==> src/sv/sds_pkg.sv <==
// Shared types and constants for the sprite depth sorter.
// Depends on nothing; used by every module of the block.
package sds_pkg;

  localparam int MaxSprites = 16;
  localparam int PosW       = 15;
  localparam int SlotW      = 4;
  localparam int DistW      = 15;
  localparam int CntW       = $clog2(MaxSprites + 1);
  localparam int CountOutW  = 5;
  localparam int SqW        = 2 * PosW - 4;
  localparam int SumW       = SqW + 1;
  localparam int CfgIdxW    = 1;

  localparam logic [DistW-1:0]   DistMax    = {DistW{1'b1}};
  localparam logic [CfgIdxW-1:0] RegPlayerX = 1'b0;
  localparam logic [CfgIdxW-1:0] RegPlayerY = 1'b1;

  typedef struct packed {
    logic [DistW-1:0] depth;
    logic [SlotW-1:0] slot;
  } entry_t;

  typedef struct packed {
    logic   ins_en;
    logic   shift_up;
    entry_t ins;
  } cell_ctrl_t;

endpackage

==> src/sv/sprite_depth_sorter.sv <==
// Top level: distance pipeline feeding a chain of insertion cells, plus emit control.
// Depends on sds_pkg, sds_dist, sds_cell.
//
//  channel   dir  transfer when          contents
//  s_axis    in   tvalid & tready        tdata: x[14:0] y[29:15] index[33:30]; tuser active
//  m_axis    out  tvalid & tready        tdata: index[3:0] dist[18:4] count[23:19]; tuser valid
//  cfg       in   cfg_we_i high          cfg_idx_i selects player_x / player_y
//
// One sprite per cycle while a group streams in; insertion into the chain is registered in the cells.
// A last sprite closes input until its group is out: it passes the distance pipeline,
// then one result per cycle (n results, or one for an empty group) as m_axis drains.
// m_axis stalls hold the chain. Reset clears counters and player position.
module sprite_depth_sorter (
  input  logic                          clk_i,
  input  logic                          rst_ni,
  input  logic                          s_axis_tvalid,
  output logic                          s_axis_tready,
  input  logic [39:0]                   s_axis_tdata,  // sprite_x, sprite_y, sprite_index, pad
  input  logic                          s_axis_tuser,  // sprite_active
  input  logic                          s_axis_tlast,
  output logic                          m_axis_tvalid,
  input  logic                          m_axis_tready,
  output logic [23:0]                   m_axis_tdata,  // sorted_index, squared_distance, active_count
  output logic                          m_axis_tuser,  // entry_valid
  output logic                          m_axis_tlast,
  input  logic                          cfg_we_i,
  input  logic [sds_pkg::CfgIdxW-1:0]   cfg_idx_i,
  input  logic [sds_pkg::PosW-1:0]      cfg_wdata_i
);

  localparam int N = sds_pkg::MaxSprites;

  logic [sds_pkg::PosW-1:0] player_x_q, player_y_q;
  logic                     busy_q, emit_q;
  logic [sds_pkg::CntW-1:0] used_q, n_q, rem_q;
  logic                     in_xfer;
  logic                     p_vld, p_active, p_last;
  sds_pkg::entry_t          p_entry;
  logic                     full, ins_en, load, done;
  sds_pkg::cell_ctrl_t      ctrl;
  sds_pkg::entry_t          cell_q [N];
  logic [N-1:0]             keep;
  logic [N-1:0]             occ;

  logic                     out_vld_q, out_evld_q, out_last_q;
  logic [sds_pkg::SlotW-1:0]     out_slot_q;
  logic [sds_pkg::DistW-1:0]     out_dist_q;
  logic [sds_pkg::CountOutW-1:0] out_cnt_q;

  assign s_axis_tready = !busy_q;
  assign in_xfer       = s_axis_tvalid && s_axis_tready;

  always_ff @(posedge clk_i or negedge rst_ni) begin
    if (!rst_ni) begin
      player_x_q <= '0;
      player_y_q <= '0;
    end else if (cfg_we_i) begin
      case (cfg_idx_i)
        sds_pkg::RegPlayerX: player_x_q <= cfg_wdata_i;
        sds_pkg::RegPlayerY: player_y_q <= cfg_wdata_i;
        default: ;
      endcase
    end
  end

  sds_dist u_dist (
    .clk_i      (clk_i),
    .rst_ni     (rst_ni),
    .vld_i      (in_xfer),
    .sx_i       (s_axis_tdata[14:0]),
    .sy_i       (s_axis_tdata[29:15]),
    .active_i   (s_axis_tuser),
    .slot_i     (s_axis_tdata[33:30]),
    .last_i     (s_axis_tlast),
    .player_x_i (player_x_q),
    .player_y_i (player_y_q),
    .vld_o      (p_vld),
    .active_o   (p_active),
    .last_o     (p_last),
    .entry_o    (p_entry)
  );

  assign full   = (used_q == sds_pkg::CntW'(N));
  assign ins_en = p_vld && p_active && !full;
  assign load   = emit_q && (!out_vld_q || m_axis_tready);
  assign done   = load && ((n_q == '0) || (rem_q == sds_pkg::CntW'(1)));

  assign ctrl.ins_en   = ins_en;
  assign ctrl.shift_up = load && (n_q != '0);
  assign ctrl.ins      = p_entry;

  for (genvar i = 0; i < N; i++) begin : g_cell
    assign occ[i] = (sds_pkg::CntW'(i) < used_q);
    sds_cell u_cell (
      .clk_i       (clk_i),
      .occ_i       (occ[i]),
      .prev_keep_i ((i == 0) ? 1'b1 : keep[(i == 0) ? 0 : i-1]),
      .prev_i      ((i == 0) ? sds_pkg::entry_t'('0) : cell_q[(i == 0) ? 0 : i-1]),
      .next_i      ((i == N-1) ? sds_pkg::entry_t'('0) : cell_q[(i == N-1) ? i : i+1]),
      .ctrl_i      (ctrl),
      .entry_o     (cell_q[i]),
      .keep_o      (keep[i])
    );
  end

  always_ff @(posedge clk_i or negedge rst_ni) begin
    if (!rst_ni) begin
      busy_q <= 1'b0;
      emit_q <= 1'b0;
      used_q <= '0;
      n_q    <= '0;
      rem_q  <= '0;
    end else begin
      if (in_xfer && s_axis_tlast) begin
        busy_q <= 1'b1;
      end
      if (ins_en) begin
        used_q <= used_q + sds_pkg::CntW'(1);
      end
      if (p_vld && p_last) begin
        emit_q <= 1'b1;
        n_q    <= used_q + sds_pkg::CntW'(ins_en);
        rem_q  <= used_q + sds_pkg::CntW'(ins_en);
      end
      if (load && (n_q != '0)) begin
        rem_q <= rem_q - sds_pkg::CntW'(1);
      end
      if (done) begin
        emit_q <= 1'b0;
        busy_q <= 1'b0;
        used_q <= '0;
      end
    end
  end

  always_ff @(posedge clk_i or negedge rst_ni) begin
    if (!rst_ni) begin
      out_vld_q <= 1'b0;
    end else if (load) begin
      out_vld_q <= 1'b1;
    end else if (m_axis_tready) begin
      out_vld_q <= 1'b0;
    end
  end

  always_ff @(posedge clk_i) begin
    if (load) begin
      out_slot_q <= (n_q == '0) ? '0 : cell_q[0].slot;
      out_dist_q <= (n_q == '0) ? '0 : cell_q[0].depth;
      out_evld_q <= (n_q != '0);
      out_last_q <= done;
      out_cnt_q  <= sds_pkg::CountOutW'(n_q);
    end
  end

  assign m_axis_tvalid = out_vld_q;
  assign m_axis_tdata  = {out_cnt_q, out_dist_q, out_slot_q};
  assign m_axis_tuser  = out_evld_q;
  assign m_axis_tlast  = out_last_q;

  a_used_bound: assert property (@(posedge clk_i) disable iff (!rst_ni)
    used_q <= sds_pkg::CntW'(N))
    else $error("store count beyond capacity");

  a_emit_busy: assert property (@(posedge clk_i) disable iff (!rst_ni)
    emit_q |-> busy_q)
    else $error("emitting while input is open");

  a_no_ins_emit: assert property (@(posedge clk_i) disable iff (!rst_ni)
    emit_q |-> !ins_en)
    else $error("insert during emission");

  a_empty_last: assert property (@(posedge clk_i) disable iff (!rst_ni)
    (m_axis_tvalid && !m_axis_tuser) |-> (m_axis_tlast && m_axis_tdata[23:19] == '0))
    else $error("empty result must be alone");

endmodule

==> src/sv/sds_dist.sv <==
// Three-stage squared distance pipeline: abs difference, square, sum and saturate.
// Depends on sds_pkg.
module sds_dist (
  input  logic                       clk_i,
  input  logic                       rst_ni,
  input  logic                       vld_i,
  input  logic [sds_pkg::PosW-1:0]   sx_i,
  input  logic [sds_pkg::PosW-1:0]   sy_i,
  input  logic                       active_i,
  input  logic [sds_pkg::SlotW-1:0]  slot_i,
  input  logic                       last_i,
  input  logic [sds_pkg::PosW-1:0]   player_x_i,
  input  logic [sds_pkg::PosW-1:0]   player_y_i,
  output logic                       vld_o,
  output logic                       active_o,
  output logic                       last_o,
  output sds_pkg::entry_t            entry_o
);

  logic [2:0]                     vld_q;
  logic [2:0]                     active_q, last_q;
  logic [sds_pkg::SlotW-1:0]      slot_q [3];
  logic [sds_pkg::PosW-1:0]       dx_q, dy_q;
  logic [sds_pkg::PosW-1:0]       dx_d, dy_d;
  logic [2*sds_pkg::PosW-1:0]     sqx_full, sqy_full;
  logic [sds_pkg::SqW-1:0]        sqx_q, sqy_q;
  logic [sds_pkg::SumW-1:0]       sum;
  logic [sds_pkg::DistW-1:0]      dist_d, dist_q;

  assign dx_d = (sx_i >= player_x_i) ? sx_i - player_x_i : player_x_i - sx_i;
  assign dy_d = (sy_i >= player_y_i) ? sy_i - player_y_i : player_y_i - sy_i;
  assign sqx_full = dx_q * dx_q;
  assign sqy_full = dy_q * dy_q;
  assign sum = {1'b0, sqx_q} + {1'b0, sqy_q};
  assign dist_d = (sum > sds_pkg::SumW'(sds_pkg::DistMax)) ? sds_pkg::DistMax
                                                           : sum[sds_pkg::DistW-1:0];

  always_ff @(posedge clk_i or negedge rst_ni) begin
    if (!rst_ni) begin
      vld_q <= '0;
    end else begin
      vld_q <= {vld_q[1:0], vld_i};
    end
  end

  always_ff @(posedge clk_i) begin
    active_q  <= {active_q[1:0], active_i};
    last_q    <= {last_q[1:0], last_i};
    slot_q[0] <= slot_i;
    slot_q[1] <= slot_q[0];
    slot_q[2] <= slot_q[1];
    dx_q      <= dx_d;
    dy_q      <= dy_d;
    sqx_q     <= sqx_full[2*sds_pkg::PosW-1:4];
    sqy_q     <= sqy_full[2*sds_pkg::PosW-1:4];
    dist_q    <= dist_d;
  end

  assign vld_o         = vld_q[2];
  assign active_o      = active_q[2];
  assign last_o        = last_q[2];
  assign entry_o.depth = dist_q;
  assign entry_o.slot  = slot_q[2];

endmodule

==> src/sv/sds_cell.sv <==
// One slot of the insertion chain: keeps, takes the new entry, or shifts.
// Depends on sds_pkg.
module sds_cell (
  input  logic                 clk_i,
  input  logic                 occ_i,
  input  logic                 prev_keep_i,
  input  sds_pkg::entry_t      prev_i,
  input  sds_pkg::entry_t      next_i,
  input  sds_pkg::cell_ctrl_t  ctrl_i,
  output sds_pkg::entry_t      entry_o,
  output logic                 keep_o
);

  sds_pkg::entry_t entry_q, entry_d;

  // ties stay ahead of the newcomer
  assign keep_o = occ_i && (entry_q.depth >= ctrl_i.ins.depth);

  always_comb begin
    entry_d = entry_q;
    if (ctrl_i.shift_up) begin
      entry_d = next_i;
    end else if (ctrl_i.ins_en && !keep_o) begin
      entry_d = prev_keep_i ? ctrl_i.ins : prev_i;
    end
  end

  always_ff @(posedge clk_i) begin
    entry_q <= entry_d;
  end

  assign entry_o = entry_q;

endmodule
==> config.mk <==
export PLATFORM = sky130hd
export DESIGN_NAME = sprite_depth_sorter
export DESIGN_NICKNAME = d
export VERILOG_FILES = /design/src/sv/sds_pkg.sv /design/src/sv/sprite_depth_sorter.sv /design/src/sv/sds_dist.sv /design/src/sv/sds_cell.sv
export SDC_FILE = /design/constraint.sdc
export NUM_CORES = 2
export LEC_CHECK = 0
export BUFFER_PORTS_ARGS = -buffer_cell sky130_fd_sc_hd__buf_4
export CAP_MARGIN = 20
export CORE_MARGIN = 2
export CORE_UTILIZATION = 59
export CTS_CLUSTER_DIAMETER = 100
export DETAILED_ROUTE_END_ITERATION = 8
export PLACE_DENSITY_LB_ADDON = 0.15
export SKIP_LAST_GASP = 1
export SYNTH_ARGS = -nofsm -noshare
export SYNTH_HDL_FRONTEND = slang
export SYNTH_SLANG_ARGS = --single-unit
==> constraint.sdc <==
create_clock -name clk_i -period 5.6 [get_ports clk_i]
set_input_delay 1.12 -clock clk_i [delete_from_list [all_inputs] [get_ports clk_i]]
set_output_delay 1.12 -clock clk_i [all_outputs]
set_load 0.05 [all_outputs]
* Word level (Yosys, flattened, before mapping) *
Memories as Yosys holds them, arrays and structs flattened.
Cells that the tools add are included.

word-level totals
  input port bits = 63
  word-level logic and storage cells = 244
  bits in registers = 484
  output and inout bits = 28
  memories = 1
  bits in writable memories = 12

operators by class
  reduce and logical (&&, ||, !) cells = 85
  multiply operators = 2
  bitwise operators = 1
  $lt $le $gt $ge = 35
  muxes and demuxes = 57
  add/subtract/negate cells = 8
  eq/ne operators = 2

memories
  memory         words  bits a word  read ports  clocked after memory_dff  write ports  line            text
  u_dist.slot_q  3      4            3           0                         3            sds_dist.sv:22  logic [sds_pkg::SlotW-1:0] slot_q [3];

operators with widths
  operator              count
  $mux 19               45
  $ge 15x15->1          18
  $mul 15x15->30        2
  $sub 15x15->15        4
  $logic_and 1x1->1     40
  $lt 4x5->1 const A    8
  $reduce_bool 2->1     20
  $mux 15               2
  $add 26x26->27        1
  $gt 27x15->1 const B  1
  $lt 3x5->1 const A    4
  $mux 5                4
  $logic_not 1->1       19
  $lt 1x5->1 const A    2
  $lt 2x5->1 const A    2
  $mux 1                6
  $add 5x1->5           1
  $add 5x1->5 const B   1
  $eq 5x1->1 const B    1
  $eq 5x5->1 const B    1
  $logic_not 5->1       1
  $reduce_bool 5->1     1
  $sub 5x1->5 const B   1
  $reduce_and 2->1      2
  other kinds (2)       3

* Longest topological paths before layout *
  word-level depth = 6
  mapped depth = 25
  depth with buffers taken out = 24

* Cells and area by module *
A second synthesis with hierarchy kept.

unflattened totals
  cell total of the unflattened synthesis = 4567
  area, all modules = 43933.4 µm²

by module, submodules not included
  module               instances  seq. area each (µm²)  cells each  area an instance (µm²)
  sds_cell             16         570.5                 136         1361.3
  sds_dist             1          2377.3                2142        18940.7
  sprite_depth_sorter  1          1981.9                249         3211.8

* Worst setup path after synthesis *
OpenSTA, ideal clock, no wires.

  kind = register to register
  from = reg u_dist.dy_q[12] (netlist bit)
  to = reg u_dist.sqy_q[24] (netlist bit)
  arrival = 6082 ps
  setup slack = -564 ps
  clock period less this slack = 6164 ps
  stages on the path, launching flop included = 22
  library setup time = 82 ps
  data required time = 5518 ps
  buffers on the path = 2
  path through = dfxtp_1 -> clkbuf_1 -> nand2_1 -> fa_1 -> inv_1 -> fa_1 -> fa_1 -> fa_1 -> fa_1 -> inv_1 -> fa_1 -> inv_1 -> ha_1 -> and3_1 -> clkbuf_1 -> a211o_1 -> nor3b_1 -> a21oi_2 -> a311o_1 -> a41oi_1 -> or4b_1 -> o2111ai_1

between the ends
  cells in the longest elaborated chain, start to end = 1

ends and longest elaborated chain
  element                              line            text
  start: declaration                   sds_dist.sv:23  logic [sds_pkg::PosW-1:0] dx_q, dy_q;
  start signal: assignment             sds_dist.sv:53  dy_q <= dy_d;
  $mul 15x15->30                       sds_dist.sv:33  assign sqy_full = dy_q * dy_q;
  named net u_dist.sqy_full (one bit)  sds_dist.sv:25  logic [2*sds_pkg::PosW-1:0] sqx_full, sqy_full;
  end signal: assignment               sds_dist.sv:55  sqy_q <= sqy_full[2*sds_pkg::PosW-1:4];
  end: declaration                     sds_dist.sv:26  logic [sds_pkg::SqW-1:0] sqx_q, sqy_q;

The timed path passes the listed nets, and every way through them passes these cells.
A chain may end at the register's enable or synchronous reset.

* Final worst setup path *
  from = reg u_dist.dy_q[10] (netlist bit)
  to = reg u_dist.sqy_q[24] (netlist bit)

Same word-level chain as after synthesis.

==> impl_metrics.py <==
metrics = {
    "placement": {
        "numPortBuffers": 84,
        "hpwl_um": 92400,
        "place_congestion": 0.987,
        "place_area_um2": 46700,
    },
    "worst_setup_path": {
        "crit_top_cell": "fa_1",
        "worst_path_max_delay_cell": "fa_1",
        "reg2reg_to": "u_dist.sqy_q[24]$_DFF_P_",
        "cp.required_ps": 6150,
        "path_max_fanout": 4,
        "worstSetupPathType": "flop to flop",
        "r2r_cells": 20,
        "rrSetupSlack_ps": -260,
        "path_cells": "buf_6 > nand2_2 > fa_1 > inv_1 > fa_1 > fa_1 > fa_1 > fa_1 > inv_2 > fa_1 > inv_2 > ha_4 > and3_4 > a211o_1 > nor3b_2 > a21oi_2 > a311o_1 > a41oi_2 > or4b_1 > o2111ai_1",
        "worstPathArrival_ps": 6410,
        "setup.worst_path.start_class": "flop",
        "cp_slowest_stage_delay_ps": 570,
        "r2r-start": "u_dist.dy_q[10]$_DFF_P_",
        "endpoint_kind": "flop",
        "cp-startpoint": "u_dist.dy_q[10]$_DFF_P_",
    },
    "clocking": {
        "clock_latency_ps": 660,
        "clockBufferDepth": 3,
        "cts.sinks": 496,
        "cts_tree": "built",
        "postCtsHoldBufs": 0,
        "cts_max_level": 2,
        "clkTransAtPathRegs_ps": 60,
        "numCtsBuffers": 57,
        "cts_root_buf": "clkbuf_16",
    },
    "synthesis": {
        "synth_top_flop_cell": "edfxtp_1",
        "synth_area_leaders": "edfxtp_1 22%, ha_1 15%, fa_1 13%",
        "synth_top_family_by_area": "adder cells",
        "synthesis.area_um2": 43100,
        "syn_inst": 4527,
        "yosysSeqAreaShare_pct": 30.9,
        "yosys.area.top_type": "edfxtp_1",
        "synth_edf_count": 311,
        "synth_cell_types": 87,
        "synth-compound-area-share_pct": 14.9,
        "synth_fp_nets": 5381,
        "synthSimpleGateAreaFrac_pct": 12.5,
        "synthMuxAreaShare_pct": 5.11,
        "synth_xor_area_share_pct": 2.11,
        "synth-async-reset-ratio_pct": 10.3,
        "syn_avg_cell_area_um2": 9.52,
        "synth_top_area_share_pct": 21.7,
        "ys.warnings.count": 0,
        "synthAdderAreaFrac_pct": 27.8,
        "ys_seq_elements": 496,
    },
    "routing": {
        "ant_nets": 0,
        "first_pass_iters": 8,
        "remaining_drc_errors": 0,
        "routed_via_density": 6.00,
        "vias": 34700,
        "wl_um": 123000,
        "drt_iter0_drc": 2794,
        "wire_per_inst_um": 21.2,
    },
    "hold_path": {
        "min_path_type": "flop to flop",
        "min-delay-start": "u_dist.slot_q[0][0]$_DFF_P_",
        "hold_end": "u_dist.slot_q[0][4]$_DFF_P_",
        "hold_depth": 0,
    },
    "timing": {
        "setup_viol": 10,
        "final.setup.worst_slack_ps": -258,
        "whs_ps": 320,
        "fmax_mhz": 171,
        "worstMarginPinSlew_ps": 1150,
        "fin_crit_sh_pct": 105,
        "setup_tns_ps": -1200,
        "rsz0062_at_grt": "true",
        "finalClockSkew_ps": 36.6,
        "slew_viol_final": 0,
        "fin_crit_ps": 5860,
        "hold_viol": 0,
        "slew_headroom_pct": 22.9,
    },
    "floorplan": {
        "io_pins": 91,
        "rows": 99,
        "die_area_um2": 75200,
        "initial_core_util_pct": 59.4,
        "die_y_um": 274,
        "core-area_um2": 72600,
        "die_x_um": 274,
    },
    "final_layout": {
        "drive_gt1_share_pct": 15.5,
        "register_area_um2": 13400,
        "final_nets": 5636,
        "final_cell_area_um2": 49400,
        "area_growth_pct": 14.6,
        "multi_input_area_um2": 27600,
        "fillCellCount": 5804,
    },
    "grt": {
        "grt_use_total_pct": 32.8,
        "grt_pass1_vias": 34900,
        "overflow": 0,
        "grt_pass1_wl_um": 192000,
        "antenna_found_initial": 1,
        "grt_max_degree": 185,
    },
    "status": {
        "violations": "negative setup slack",
        "outcome": "finished, violations left",
    },
    "run": {
        "max_cap_viol_count": 0,
    },
}
==> synth_stat cells (all sizes together), types with 6 or more instances <==
cell     number
buf          35
nor2b        59
mux2         24
a31oi        42
a31o         10
or3          14
o21bai       14
or2           9
edfxtp      311
nor3         89
o2111ai       7
fa          277
dfxtp       134
xnor2        67
o211ai       11
o21a         28
a221o        60
a21oi       243
and3         26
o21ai       317
nand2b       37
xor2         37
a2111oi       6
o31ai        13
a21boi       12
and2         99
inv         538
nand4        58
nand2       466
a211oi       71
a21o        115
ha          514
mux2i       193
a221oi       11
dfrtp        51
nand3        66
clkbuf      190
nor2        202
==> cells by family (layout without fill, tap and decap cells) <==
group           Yosys count  in the layout
flops                   496            496
buf+inv                 764           1067
simple gates           1150           1150
xor+xnor                104            104
fa+ha+maj               791            791
compound gates         1005           1005
mux                     217            217
other cells               0              1
==> repair_timing <==
item | CTS | global route
buffers inserted | 47 | 9
gates resized for setup | 92 | 78
pin swaps | 67 | 66
endpoints found under the setup margin | 19 | 28
==> flip-flops by register name (all words and copies together) (netlist names) <==
name / count
busy_q: 1
m_axis_tlast: 1
out_dist_q: 15
out_cnt_q: 5
u_dist.sqx_q: 26
g_cell.u_cell.entry_o: 304
u_dist.last_q: 3
u_dist.slot_q: 12
out_slot_q: 4
u_dist.sqy_q: 26
u_dist.vld_q: 3
rem_q: 5
u_dist.dist_q: 15
player_y_q: 15
u_dist.active_q: 3
n_q: 5
u_dist.dx_q: 15
u_dist.dy_q: 15
player_x_q: 15
used_q: 5
m_axis_tvalid: 1
emit_q: 1
m_axis_tuser: 1
==> layout by cell type, fill, tap and decap left out, types with 51 or more instances in the layout <==
master,instances
a211oi_1,64
a21o_1,115
a21oi_1,219
a221o_1,60
and2_1,83
buf_4,403
clkbuf_16,58
dfrtp_1,51
dfxtp_1,105
edfxtp_1,311
fa_1,270
ha_1,495
inv_1,509
mux2i_1,193
nand2_1,446
nand3_1,63
nand4_1,58
nor2_1,198
nor2b_1,58
nor3_1,89
o21ai_0,231
o21ai_1,76
xnor2_1,66
==> how the worst max path moves through the flow <==
stage                                     endpoint  slack, ps  cells after the start
final                     u_dist.sqy_q[24]$_DFF_P_       -260                     20
after global routing      u_dist.sqy_q[25]$_DFF_P_       -440                     23
after CTS                 u_dist.sqy_q[24]$_DFF_P_       -280                     20
after detailed placement  u_dist.sqy_q[24]$_DFF_P_       -420                     21
after global placement    u_dist.sqy_q[24]$_DFF_P_       -370                     21
after floorplan           u_dist.sqy_q[24]$_DFF_P_       -190                     22
==> cell type report <==
type	count	share of cell area, %
diodes	1	0.00507
well taps	959	2.43
repair buffers	421	6.64
clock inverters	27	0.487
flip-flops and latches	496	27.1
multi-input cells	3267	55.9
inverters	539	4.10
clock buffers	80	3.27
==> layer usage <==
metal / GRT usage, % / routed length (µm) / vias to the layer above
met3: 5.76 / 9470 / 357
met2: 55.8 / 59200 / 1340
met1: 39.4 / 46500 / 16700
met4: 18.4 / 7710 / 0
met5: 0 / 0 / -
li1: - / - / 16300
==> metrics by stage <==
| stage | utilization (%) | std cells | worst slack, ps |
|---|---|---|---|
| CTS | 67.6 | 5782 | -283 |
| detailed placement | 64.3 | 5652 | -418 |
| floorplan | - | 4527 | -191 |
| global placement | 64.3 | 5652 | -367 |
| global route | 68.0 | 5789 | -443 |
| finish | 68.0 | 5790 | -258 |
==> worst max-delay path: cells and delay by family (launching register included) <==
family	cells	cell delay (ps)
fa+ha+maj	7	3370
simple gates	4	890
compound gates	5	850
flops	1	370
buf+inv	4	280
Power is left out: the tool's default activity adds up to more than one toggle a clock period on the data nets, which glitch-free logic cannot reach.
